===== config.mk =====
export PLATFORM = sky130hd
export DESIGN_NAME = ects_ctrl
export DESIGN_NICKNAME = d
export VERILOG_FILES = /design/src/design/ects_pkg.sv /design/src/design/ects_ctrl.sv
export SDC_FILE = /design/constraint.sdc
export NUM_CORES = 1
export LEC_CHECK = 0
export ABC_AREA = 1
export BUFFER_PORTS_ARGS = -buffer_cell sky130_fd_sc_hd__buf_4
export CORE_MARGIN = 1.5
export CORE_UTILIZATION = 47
export DETAILED_ROUTE_END_ITERATION = 7
export HOLD_SLACK_MARGIN = 0.12
export PLACE_DENSITY = 0.72
export SYNTH_ARGS = -nofsm -noshare
export SYNTH_HDL_FRONTEND = slang
export SYNTH_SLANG_ARGS = --single-unit

===== constraint.sdc =====
create_clock -name clk -period 1.1 [get_ports clk]
set_input_delay 0.11 -clock clk [delete_from_list [all_inputs] [get_ports clk]]
set_output_delay 0.11 -clock clk [all_outputs]
set_load 0.02 [all_outputs]

===== src/design/ects_pkg.sv =====
// ----------------------------------------------------------------------------
// Engine coolant thermal step package
// Shared widths, register indexes, datapath operations and controller types.
// ----------------------------------------------------------------------------
package ects_pkg;

	localparam int SPEED_W = 14;
	localparam int THR_W   = 16;
	localparam int STEP_W  = 16;
	localparam int TEMP_W  = 17;
	localparam int RATE_W  = 16;
	localparam int ADDR_W  = 3;
	localparam int DATA_W  = 17;

	// Multiplier operand and product widths
	localparam int MUL_A_W = 32;
	localparam int MUL_B_W = 18;
	localparam int PROD_W  = MUL_A_W + MUL_B_W;

	// Load division: 16 quotient bits
	localparam int DIV_STEPS = 16;

	// 0.3 and 0.7 in Q16
	localparam logic [MUL_A_W-1:0] K_LOAD_SQ  = 32'd19661;
	localparam logic [MUL_A_W-1:0] K_LOAD_THR = 32'd45875;

	localparam logic signed [TEMP_W-1:0] TEMP_TOP = 17'sd65535;
	localparam int HYST_DEG = 5;

	// Register indexes
	localparam logic [ADDR_W-1:0] REG_AMBIENT  = 3'd0;
	localparam logic [ADDR_W-1:0] REG_HEAT     = 3'd1;
	localparam logic [ADDR_W-1:0] REG_COOL     = 3'd2;
	localparam logic [ADDR_W-1:0] REG_LIMIT    = 3'd3;
	localparam logic [ADDR_W-1:0] REG_IDLE     = 3'd4;
	localparam logic [ADDR_W-1:0] REG_REDLINE  = 3'd5;

	// Reset values
	localparam logic signed [TEMP_W-1:0] AMBIENT_RST = 17'sd5120;
	localparam logic [RATE_W-1:0] HEAT_RST    = 16'd512;
	localparam logic [RATE_W-1:0] COOL_RST    = 16'd1311;
	localparam logic signed [TEMP_W-1:0] LIMIT_RST = 17'sd28160;
	localparam logic [SPEED_W-1:0] IDLE_RST    = 14'd800;
	localparam logic [SPEED_W-1:0] REDLINE_RST = 14'd6500;

	typedef enum logic [4:0] {
		OP_NONE,
		OP_CAPTURE,
		OP_SETUP,
		OP_DIV,
		OP_LL,
		OP_LT,
		OP_H0,
		OP_H1,
		OP_SR,
		OP_HT,
		OP_X,
		OP_P,
		OP_ROM0,
		OP_ROM1,
		OP_DIFF,
		OP_FRAC,
		OP_DEC,
		OP_UPD,
		OP_FLAG,
		OP_OUT
	} op_t;

	typedef enum logic [4:0] {
		S_IDLE,
		S_SETUP,
		S_DIV,
		S_LL,
		S_LT,
		S_H0,
		S_H1,
		S_SR,
		S_HT,
		S_X,
		S_P,
		S_ROM0,
		S_ROM1,
		S_DIFF,
		S_FRAC,
		S_DEC,
		S_UPD,
		S_FLAG,
		S_OUT
	} state_t;

	typedef struct packed {
		logic step_zero;
		logic need_div;
	} status_t;

endpackage


===== src/design/ects_ctrl.sv =====
// ----------------------------------------------------------------------------
// Engine coolant thermal step controller
// Sequences one step through the shared multiplier datapath.
// ----------------------------------------------------------------------------
module ects_ctrl (
	input  logic               clk,
	input  logic               arst_n,
	input  logic               in_valid,
	output logic               in_ready,
	output logic               out_valid,
	input  logic               out_ready,
	input  ects_pkg::status_t  status,
	output ects_pkg::op_t      op
);

	localparam int CNT_W = $clog2(ects_pkg::DIV_STEPS);
	localparam logic [CNT_W-1:0] DIV_LAST = CNT_W'(ects_pkg::DIV_STEPS - 1);

	ects_pkg::state_t state_q, state_d;
	logic [CNT_W-1:0] cnt_q;
	logic             out_valid_q;
	logic             out_load;

	always_ff @(posedge clk or negedge arst_n) begin
		if (!arst_n) begin
			state_q     <= ects_pkg::S_IDLE;
			cnt_q       <= '0;
			out_valid_q <= 1'b0;
		end else begin
			state_q <= state_d;
			if (state_q == ects_pkg::S_DIV)
				cnt_q <= cnt_q + 1'b1;
			else
				cnt_q <= '0;
			if (out_load)
				out_valid_q <= 1'b1;
			else if (out_ready)
				out_valid_q <= 1'b0;
		end
	end

	always_comb begin
		state_d  = state_q;
		op       = ects_pkg::OP_NONE;
		out_load = 1'b0;
		in_ready = 1'b0;
		unique case (state_q)
			ects_pkg::S_IDLE: begin
				in_ready = 1'b1;
				if (in_valid) begin
					op      = ects_pkg::OP_CAPTURE;
					state_d = ects_pkg::S_SETUP;
				end
			end
			ects_pkg::S_SETUP: begin
				op = ects_pkg::OP_SETUP;
				if (status.step_zero)
					state_d = ects_pkg::S_OUT;
				else if (status.need_div)
					state_d = ects_pkg::S_DIV;
				else
					state_d = ects_pkg::S_LL;
			end
			ects_pkg::S_DIV: begin
				op = ects_pkg::OP_DIV;
				if (cnt_q == DIV_LAST)
					state_d = ects_pkg::S_LL;
			end
			ects_pkg::S_LL: begin
				op = ects_pkg::OP_LL; state_d = ects_pkg::S_LT;
			end
			ects_pkg::S_LT: begin
				op = ects_pkg::OP_LT; state_d = ects_pkg::S_H0;
			end
			ects_pkg::S_H0: begin
				op = ects_pkg::OP_H0; state_d = ects_pkg::S_H1;
			end
			ects_pkg::S_H1: begin
				op = ects_pkg::OP_H1; state_d = ects_pkg::S_SR;
			end
			ects_pkg::S_SR: begin
				op = ects_pkg::OP_SR; state_d = ects_pkg::S_HT;
			end
			ects_pkg::S_HT: begin
				op = ects_pkg::OP_HT; state_d = ects_pkg::S_X;
			end
			ects_pkg::S_X: begin
				op = ects_pkg::OP_X; state_d = ects_pkg::S_P;
			end
			ects_pkg::S_P: begin
				op = ects_pkg::OP_P; state_d = ects_pkg::S_ROM0;
			end
			ects_pkg::S_ROM0: begin
				op = ects_pkg::OP_ROM0; state_d = ects_pkg::S_ROM1;
			end
			ects_pkg::S_ROM1: begin
				op = ects_pkg::OP_ROM1; state_d = ects_pkg::S_DIFF;
			end
			ects_pkg::S_DIFF: begin
				op = ects_pkg::OP_DIFF; state_d = ects_pkg::S_FRAC;
			end
			ects_pkg::S_FRAC: begin
				op = ects_pkg::OP_FRAC; state_d = ects_pkg::S_DEC;
			end
			ects_pkg::S_DEC: begin
				op = ects_pkg::OP_DEC; state_d = ects_pkg::S_UPD;
			end
			ects_pkg::S_UPD: begin
				op = ects_pkg::OP_UPD; state_d = ects_pkg::S_FLAG;
			end
			ects_pkg::S_FLAG: begin
				op = ects_pkg::OP_FLAG; state_d = ects_pkg::S_OUT;
			end
			ects_pkg::S_OUT: begin
				if (!out_valid_q || out_ready) begin
					op       = ects_pkg::OP_OUT;
					out_load = 1'b1;
					state_d  = ects_pkg::S_IDLE;
				end
			end
			default: state_d = ects_pkg::S_IDLE;
		endcase
	end

	assign out_valid = out_valid_q;

	a_accept_setup: assert property (@(posedge clk) disable iff (!arst_n)
		in_valid && in_ready |=> state_q == ects_pkg::S_SETUP)
		else $error("accepted request did not start setup");

	a_div_len: assert property (@(posedge clk) disable iff (!arst_n)
		state_q == ects_pkg::S_DIV && cnt_q == DIV_LAST |=> state_q == ects_pkg::S_LL)
		else $error("divide did not end after all quotient bits");

	a_out_load: assert property (@(posedge clk) disable iff (!arst_n)
		state_q == ects_pkg::S_OUT && (!out_valid_q || out_ready)
		|=> out_valid_q && state_q == ects_pkg::S_IDLE)
		else $error("result not posted");

	a_no_overwrite: assert property (@(posedge clk) disable iff (!arst_n)
		out_valid_q && !out_ready |-> !out_load)
		else $error("pending result overwritten");

endmodule


==> results of run 1 <==
==> area by class of cell <==
class,instances,area [um2],area share
sequential,10,256,0.221
inverter,16,65.1,0.0560
timing repair buffer,36,317,0.273
multi-input combinational,71,482,0.415
tap,15,18.8,0.0162
clock buffer,3,22.5,0.0194
==> layer usage <==
layer | vias up | GRT usage | wire length [um]
met4 | 0 | 0.161 | 94
met5 | - | 0 | 0
met1 | 406 | 0.322 | 1000
met3 | 14 | 0.0543 | 191
li1 | 391 | - | -
met2 | 71 | 0.496 | 1370
==> flip-flops by register name (all words and copies together), names as in the netlist <==
| name | cells |
|---|---|
| out_valid | 1 |
| state_q | 5 |
| cnt_q | 4 |
==> cell usage after synthesis <==
| cell | number |
|---|---|
| a21oi_1 | 1 |
| nor2_4 | 2 |
| ha_1 | 1 |
| nand3_2 | 2 |
| o31ai_1 | 1 |
| xnor2_1 | 1 |
| buf_6 | 1 |
| nor2_2 | 3 |
| inv_1 | 14 |
| nand2_1 | 19 |
| o21ai_0 | 3 |
| dfrtp_1 | 10 |
| nand4_1 | 1 |
| xor2_1 | 1 |
| nand3_1 | 17 |
| nor2_1 | 16 |
| nand3b_1 | 1 |
| nand2_2 | 1 |
| o211ai_1 | 1 |
| inv_2 | 2 |
==> power by group <==
group | switching (mW) | internal (mW) | leakage [nW] | total (mW)
logic | 1.55 | 1.32 | 0.469 | 2.88
clock network | 0.127 | 0.126 | 0.0138 | 0.253
registers | 0.230 | 0.504 | 0.127 | 0.734
==> cells by family after synthesis <==
logic type	after synthesis	synth area share
DFF	10	0.366
and+or+nand+nor	62	0.435
adders and majority gates	1	0.0183
buffers and inverters	17	0.104
xor gates and xnor gates	2	0.0256
AOI/OAI and AO/OA	6	0.0512
==> stage by stage <==
stage	hold slack, ps	total power [mW]
global placement	-55.5	2.66
CTS	165	3.30
finish	212	3.86
global route	231	4.08
floorplan	-186	1.84
detailed placement	-54.9	2.70
==> cells in the final DEF, fill, tap and decap left out, drive strengths merged <==
cell type / count
nor2: 21
o31ai: 1
nand4: 1
ha: 1
o211ai: 1
buf: 34
o21ai: 3
a21oi: 1
xor2: 1
xnor2: 1
dlygate4sd3: 2
clkbuf: 3
dfrtp: 10
nand3b: 1
nand2: 20
nand3: 19
inv: 16
==> final timing paths <==
check / from / to / slack (ps) / cells past startpoint
max in group asynchronous: arst_n / state_q[1] / 730 / 2
worst max register to register: state_q[0] / state_q[1] / -320 / 8
min in group clk: out_ready / out_valid / 260 / 4
worst min register to register: cnt_q[0] / cnt_q[0] / 520 / 2
worst min-delay path: arst_n / cnt_q[1] / 210 / 2
worst max-delay path: state_q[4] / op[2] / -500 / 7
==> worst max-delay path, cell delays in order, from the launching register on <==
cell and delay (ps):
dfrtp_2 470, buf_4 160, nor2_2 130, nand2_1 120
o21ai_4 100, nor2_4 60, nand3_2 70, buf_6 110
==> repair_timing <==
item | in CTS | in global routing
setup buffers | 5 | 4
gates resized for setup | 20 | 21
endpoints found under the setup margin | 11 | 15
hold endpoints to repair | 11 | 0
pin swaps | 6 | 10
hold buffers | 2 | 0
==> summary.md, run 1 <==
| Metric | Value |
|---|---|
| Initial antenna violation count | `0` |
| Worst setup SP type | `flip-flop` |
| Drt first pass iters | `4` |
| H-tree depth | `1` |
| Yosys warnings | `0` |
| Share of cells above drive strength 1 | `0.551` |
| Syn nets | `105` |
| Worst-Margin Slew | `304 ps` |
| Routed Antenna Nets | `0` |
| Total I/O pin count | `13` |
| Post-synthesis sequential area ratio | `0.366` |
| Fin area | `1160 um2` |
| Num CTS Buffers | `3` |
| Routed len/inst | `17.6 um` |
| Clock Latency Late Sink | `260 ps` |
| F_max | `0.627 GHz` |
| CTS Sinks | `10` |
| Synth-to-Final Area Change | `69.7%` |
| Pwr dens | `3330 nW/um2` |
| Final Util | `0.871` |
| Cells after synthesis | `98` |
| Share of the synthesized area in the top cell type | `0.366` |
| Vias post-DR | `882` |
| Synth area leaders | `dfrtp_1 (37%), nand3_1 (12%), nand2_1 (10%)` |
| Slew Limit Headroom | `0.796` |
| PnR worst setup slack | `-495 ps` |
| Mean Syn Cell Area | `6.98 um2` |
| Worst-case clock buffer depth | `2` |
| Row count | `13` |
| Peak supply drop | `2.14 mV` |
| Max cap viols | `0` |
| Number of global-route vias before repair | `749` |
| WP data required | `990 ps` |
| Core box area | `1330 um2` |
| GRT Util Overall | `0.286` |
| CTS tree | `done` |
| Initial Util | `0.513` |
| Dpl hpwl | `1.41 mm` |
| Die Y | `41.2 um` |
| Largest net degree at the start of global routing | `11` |
| Area of the die | `1690 um2` |
| Fin. max-slew vios | `0` |
| Post-synth cell types | `20` |
| Tmin final | `1600 ps` |
| Remaining DRCs | `0` |
| Crit path kind | `reg -> out` |
| Static leakage | `0.609 nW` |
| Hold Fails Final Rpt | `0` |
| Placed Cells | `138` |
| DR vias/cell | `5.84` |
| Setup tns final | `-4010 ps` |
| Mapped Area | `684 um2` |
| Clk slew on worst S/H paths | `70 ps` |
| Pre-CTS WS | `-216 ps` |
| FF+latch count, synth | `10` |
| GPL Wtd Cong | `0.859` |
| Hold/Removal Path Class | `in -> async` |
| Final period util | `1.45` |
| Placed Area | `918 um2` |
| Final cell count without fillers | `151` |
| First-pass GRT wire length | `3.02 mm` |
| Final net count | `145` |
| Final setup fails | `14` |
| Post-synth top area cell | `dfrtp_1` |
| WL final | `2.66 mm` |
| CTS root buffer | `clkbuf_4` |
| Die Width | `41.2 um` |
| Failing checks | `setup timing` |
| Fillers | `67` |
| CP endpoint kind | `primary output` |
| Diode count | `0` |
| First DRT Iteration DRCs | `31` |
| CP Data Arrival Time | `1490 ps` |
| Setup repair after global routing missed its margin | `true` |
| Clk_skew | `5.31 ps` |
| Status | `complete, but fails checks` |
| Port buffer count | `12` |
| Gr ovfl total | `0` |
| CP max FO | `6` |
Note: power is estimated with default switching activity, not from simulation.
==> run 2: changes to the inputs <==
CORE_AREA = 8 8 45 47   (was not set)
CORE_MARGIN = not set   (was 1.5)
CORE_UTILIZATION = not set   (was 47)
CTS_BUF_LIST = sky130_fd_sc_hd__clkbuf_2   (was not set)
DIE_AREA = 0 0 53 55   (was not set)
PLACE_DENSITY = 0.75   (was 0.72)
clock period = 1.9 ns   (was 1.1 ns; I/O delays follow)
==> run 2 against run 1 <==
Net effect:
- the flow now finishes without violations
- sequential share of layout area rose by 8.5 points
- sequential power shrank 46%
- utilization fell by 28 points
- clock skew shrank 3.8 ps
- global-route usage down 16 points
- via count shrank 24%
- critical path depth stayed put
- worst hold slack lost 3.7 ps
- wire length down 41%
- cell count down 14%
- clock power down 53%
- register-to-register slack better by 940 ps
- critical path type unchanged
==> summary.md, run 2 (same netlist as run 1, synthesis figures left out) <==
| Metric | Value |
|---|---|
| Die Width | `53 um (+29%)` |
| Commonest cells after routing, fill and taps aside | `nand2_1 (19), nand3_1 (17), nor2_1 (15)` |
| Remaining DRCs | `0 (unchanged)` |
| Share of cells above drive strength 1 | `0.237 (-0.315)` |
| WP data required | `1710 ps (+720 ps)` |
| Core box area | `1380 um2 (+3.8%)` |
| H-tree depth | `1 (unchanged)` |
| Slew Limit Headroom | `0.806 (+0.0101)` |
| Final Util | `0.593 (-0.277)` |
| Peak supply drop | `0.885 mV (-59%)` |
| CP Data Arrival Time | `1540 ps (+50 ps)` |
| Num CTS Buffers | `3 (unchanged)` |
| CP endpoint kind | `primary output` |
| Vias post-DR | `669 (-24%)` |
| GPL Wtd Cong | `0.889 (+3.5%)` |
| Port buffer count | `12 (unchanged)` |
| Hold/Removal Path Class | `in -> reg` |
| Clk_skew | `1.55 ps (-3.75 ps)` |
| Worst setup SP type | `flip-flop` |
| Pwr dens | `1760 nW/um2 (-47%)` |
| WL final | `1.56 mm (-41%)` |
| Clk slew on worst S/H paths | `100 ps (+30 ps)` |
| Dpl hpwl | `1.24 mm (-12%)` |
| Initial Util | `0.495 (-0.0186)` |
| Gr ovfl total | `0 (unchanged)` |
| Final net count | `122 (-16%)` |
| Die Y | `55 um (+34%)` |
| Final setup fails | `0 (-14)` |
| Hold Fails Final Rpt | `0 (unchanged)` |
| Static leakage | `0.450 nW (-26%)` |
| Final period util | `0.911` |
| Routed Antenna Nets | `0 (unchanged)` |
| CTS Sinks | `10 (unchanged)` |
| Setup tns final | `0 ps (+4010 ps)` |
| Total I/O pin count | `13 (unchanged)` |
| Clock Latency Late Sink | `240 ps (-20 ps)` |
| Row count | `14 (+1)` |
| Routed len/inst | `12.0 um (-32%)` |
| Crit path kind | `reg -> out` |
| Diode count | `0 (unchanged)` |
| Number of global-route vias before repair | `680 (-9.2%)` |
| Slowest stage cell, crit path | `dfrtp_1` |
| Drt first pass iters | `4 (unchanged)` |
| Reg with most FFs | `state_q` |
| DR vias/cell | `5.15 (-12%)` |
| First DRT Iteration DRCs | `11 (-65%)` |
| Initial antenna violation count | `0 (unchanged)` |
| First-pass GRT wire length | `2.81 mm (-7.1%)` |
| CTS root buffer | `clkbuf_2` |
| CTS tree | `done` |
| Worst-Margin Slew | `291 ps (-13.8 ps)` |
| Setup repair after global routing missed its margin | `false` |
| Highest cell delay on the worst timing path | `450 ps (-20 ps)` |
| Crit-path cells | `inv_1 -> nor2_4 -> nand2_1 -> a21oi_1 -> nor2_2 -> nand3_1 -> buf_4` |
| CP max FO | `4 (-2)` |
| Fin. max-slew vios | `0 (unchanged)` |
| Tmin final | `1730 ps` |
| Largest register FFs | `5 (unchanged)` |
| Post-CTS Setup Bufs | `0 (-5)` |
| Worst-case clock buffer depth | `2 (unchanged)` |
| Largest net degree at the start of global routing | `11 (unchanged)` |
| GRT Util Overall | `0.129 (-0.157)` |
| Synth-to-Final Area Change | `19.9%` |
| Status | `finished clean` |
| Most common cell after layout, fill and taps aside | `nand2_1` |
| F_max | `0.578 GHz` |
| Area of the die | `2920 um2 (+72%)` |
| Max cap viols | `0 (unchanged)` |
## run 2: cell types whose count changed in the layout (fill, tap and decap cells not counted), moves of 5 or more
cell	change
nor2_4	-5
nand3_2	-6
nand3_1	+6
buf_4	-11
buf_6	-11
nor2_1	+5
## run 2: routing by layer
layer / part of all wire / global-route usage / up-vias
met5: 0 / 0 / -
met4: 0.0051 / 0.0690 / 0
met3: 0.047 / 0.0267 / 2
met2: 0.50 / 0.205 / 11
met1: 0.44 / 0.159 / 311
li1: - / - / 345
## run 2: critical path, delay by kind of cell, from the launching register on
| kind | cells | cell delay, ps |
|---|---|---|
| buffers and inverters | 2 | 340 |
| DFF | 1 | 450 |
| and+or+nand+nor | 4 | 420 |
| AOI/OAI and AO/OA | 1 | 80 |
## run 2: final timing paths
path                         endpoint        from  slack (ps)  cells after the start
max                             op[3]  state_q[1]         170                      7
min                        state_q[4]   status[1]         210                      3
max reg2reg                state_q[1]  state_q[1]         620                      7
min reg2reg                  cnt_q[0]    cnt_q[0]         480                      1
max in group asynchronous  state_q[0]      arst_n        1460                      2
min in group asynchronous    cnt_q[1]      arst_n         290                      2
## run 2: layout make-up
| cell class | instances | area (um2) |
|---|---|---|
| timing repair buffer | 13 | 100 |
| fill | 126 | 563 |
| sequential | 10 | 251 |
| inverter | 16 | 60.1 |
| clock buffer | 3 | 15.0 |
| multi-input combinational | 71 | 370 |
| tap | 16 | 20.0 |
| clock inverter | 1 | 3.75 |
## run 2: per-stage QoR
step	hold WS, ps	setup WS, ps	cells	cell area, um2	total power, mW
6_report	208	169	130	821	1.44
5_1_grt	207	21.9	130	821	1.61
4_1_cts	206	146	130	812	1.43
3_5_place_dp	20.9	435	125	783	1.31
3_3_place_gp	21.4	431	125	783	1.31
2_1_floorplan	-106	574	98	684	1.01
## run 2: timing repair
action	CTS	global route
hold buffers	1	0
gates resized for setup	0	3
endpoints found under the hold margin	10	0
endpoints found under the setup margin	0	3
## run 2: power by group
group	total (mW)	switching, mW	internal [mW]
clock network	0.118	0.0727	0.0457
registers	0.399	0.116	0.284
logic	0.924	0.578	0.346
total	1.44	0.766	0.675
==> run 3: changes to the inputs <==
CORE_AREA = not set   (was 8 8 45 47)
CORE_MARGIN = 8   (was not set)
CORE_UTILIZATION = 50   (was not set)
DIE_AREA = not set   (was 0 0 53 55)
PLACE_DENSITY = 0.76   (was 0.75)
clock period = 1.5 ns   (was 1.9 ns; I/O delays follow)
==> run 3 against run 2 <==
Net effect:
- the run now ends with setup timing left
- critical path depth decreased by 1
- combinational power increased by 87%
- first-iteration DRC count grew to 2.7 times the previous value
- critical endpoint is now op[1]
- power increased by 69%
- critical path type unchanged
- setup slack got worse by 320 ps
- worst hold slack lost 35 ps
- largest cell class unchanged
- sequential share of layout area is 5.9 points lower
- non-clock buffer count up 15
==> summary.md, run 3 (same netlist as run 1, synthesis figures left out) <==
| Metric | Value |
|---|---|
| Number of global-route vias before repair | `759 (+12%)` |
| Fin. max-slew vios | `0 (unchanged)` |
| Remaining DRCs | `0 (unchanged)` |
| CP max FO | `5 (+1)` |
| P_sw | `1.25 mW (+64%)` |
| Status | `complete, but fails checks` |
| Reg with most FFs | `state_q` |
| Area of the die | `2810 um2 (-3.7%)` |
| Clock network fraction of total power | `0.061 (-0.021)` |
| Synth-to-Final Area Change | `51.2%` |
| Worst-Margin Slew | `279 ps (-11.7 ps)` |
| DR vias/cell | `5.32 (+3.4%)` |
| Share of cells above drive strength 1 | `0.457 (+0.221)` |
| Highest cell delay on the worst timing path | `490 ps (+40 ps)` |
| Part of the power in registers | `0.227 (-0.050)` |
| Total I/O pin count | `13 (unchanged)` |
| Largest register FFs | `5 (unchanged)` |
| Final period util | `1.10` |
| Fin area | `1030 um2 (+26%)` |
| Slew Limit Headroom | `0.813 (+0.00699)` |
| Grt met1 use | `0.148 (-0.0116)` |
| CTS tree | `done` |
| CP Data Arrival Time | `1500 ps (-40 ps)` |
| Clock Latency Late Sink | `250 ps (about the same)` |
| Final setup fails | `8 (+8)` |
| Delay-heaviest family, CP | `flip-flops` |
| Core box area | `1280 um2 (-7.1%)` |
| Num CTS Buffers | `3 (unchanged)` |
| Switching share of total power | `0.517 (-0.0150)` |
| Final cell count without fillers | `144 (+11%)` |
| Gate power share | `0.712 (+0.071)` |
| First DRT Iteration DRCs | `30 (+19)` |
| GPL Wtd Cong | `0.919 (+3.3%)` |
| Tmin final | `1650 ps` |
| GRT Util Overall | `0.148 (+0.0199)` |
| Routed len/inst | `15.3 um (+27%)` |
| WP buf/inv | `3 (+1)` |
| Placed Cells | `125 (unchanged)` |
| F_max | `0.607 GHz` |
| Die Y | `53.0 um (-3.6%)` |
| CTS Sinks | `10 (unchanged)` |
| Crit path kind | `reg -> out` |
| Diode count | `0 (unchanged)` |
| Met3 usage | `0.0560 (+0.0293)` |
| WP data required | `1350 ps (-360 ps)` |
| Most common cell after layout, fill and taps aside | `buf_4` |
| Failing checks | `setup timing` |
| Peak supply drop | `1.59 mV (+80%)` |
| Hold/Removal Path Class | `in -> reg` |
| Gr ovfl total | `0 (unchanged)` |
| Vias post-DR | `766 (+14%)` |
| Pwr dens | `2350 nW/um2 (+34%)` |
| WL final | `2.20 mm (+41%)` |
| GR Util met2 | `0.279 (+0.0742)` |
| Top Usage Layer GRT | `met2` |
| Largest net degree at the start of global routing | `11 (unchanged)` |
| Port buffer count | `12 (unchanged)` |
| CTS root buffer | `clkbuf_2` |
| Worst setup SP type | `flip-flop` |
| Routed Antenna Nets | `0 (unchanged)` |
| Setup repair after global routing missed its margin | `true` |
| Placed Area | `790 um2 (+0.80%)` |
| Slowest stage cell, crit path | `dfrtp_2` |
| Drt first pass iters | `4 (unchanged)` |
| Initial Util | `0.533 (+0.0380)` |
| H-tree depth | `1 (unchanged)` |
| CP endpoint kind | `primary output` |
| Initial antenna violation count | `0 (unchanged)` |
| Max cap viols | `0 (unchanged)` |
| Setup tns final | `-751 ps (-751 ps)` |
| Dpl hpwl | `1.30 mm (+4.6%)` |
| Crit-path cells | `nor2_4 -> buf_4 -> inv_1 -> nand2_1 -> nand3_2 -> buf_6` |
| Final Util | `0.805 (+0.212)` |
| Worst-case clock buffer depth | `2 (unchanged)` |
| Clk_skew | `11.4 ps (+9.89 ps)` |
| Die Width | `53.0 um (about the same)` |
| First-pass GRT wire length | `3.21 mm (+14%)` |
| Total power | `2.43 mW (+69%)` |
| Final net count | `137 (+12%)` |
| Commonest cells after routing, fill and taps aside | `buf_4 (22), nand2_1 (16), nand3_1 (14)` |
| Clk slew on worst S/H paths | `110 ps (about the same)` |
| Cell internal pwr | `1.17 mW (+74%)` |
| Row count | `13 (-1)` |
| PnR worst setup slack | `-147 ps (-316 ps)` |
| Hold Fails Final Rpt | `0 (unchanged)` |
| Static leakage | `0.542 nW (+20%)` |
-- run 3: stage by stage --
step	setup WS [ps]	hold WS, ps
6_report	-147	173
5_1_grt	-231	167
4_1_cts	-71.7	164
3_5_place_dp	65.2	-15.1
3_3_place_gp	121	-16.0
2_1_floorplan	214	-146
-- run 3: final cells by class --
cell class / count / area, um2
Multi-Input combinational cell: 71 / 442
Sequential cell: 10 / 256
Fill cell: 87 / 250
Timing Repair Buffer: 28 / 231
Inverter: 16 / 67.6
Tap cell: 15 / 18.8
Clock buffer: 3 / 15.0
Clock inverter: 1 / 3.75
-- run 3: repair_timing --
action                                  in CTS  in global routing
hold buffers                                 1                  0
endpoints found under the hold margin       10                  0
gates resized for setup                     22                 13
pin swaps                                    5                  7
buffers inserted                             8                  6
endpoints found under the setup margin       6                  9
-- run 3: power by group through the flow --
stage / clock [mW] / sequential (mW) / combinational, mW
floorplan: 0 / 0.465 / 0.818
global placement: 0 / 0.485 / 1.18
detailed placement: 0 / 0.492 / 1.19
CTS: 0.153 / 0.529 / 1.42
global route: 0.164 / 0.559 / 1.85
finish: 0.148 / 0.552 / 1.73
-- run 3: tightest hold or removal path: cells and delay by family --
| family | cells | cell delay (ps) |
|---|---|---|
| simple gates | 2 | 140 |
| buf+inv | 1 | 80 |
-- run 3: worst paths after layout --
check                                start          to  slack (ps)  cells after the start
worst max-delay path            state_q[0]       op[1]        -150                      6
worst min-delay path             status[1]  state_q[4]         170                      3
worst max register to register  state_q[3]  state_q[1]         -60                      9
worst min register to register    cnt_q[0]    cnt_q[0]         470                      1
max in group asynchronous           arst_n  state_q[1]        1080                      2
min in group asynchronous           arst_n  state_q[3]         260                      2
-- run 3: layer usage --
metal | share of wire | vias up
met5 | 0 | -
met4 | 0.013 | 0
met3 | 0.051 | 4
met2 | 0.55 | 22
met1 | 0.39 | 365
li1 | - | 375
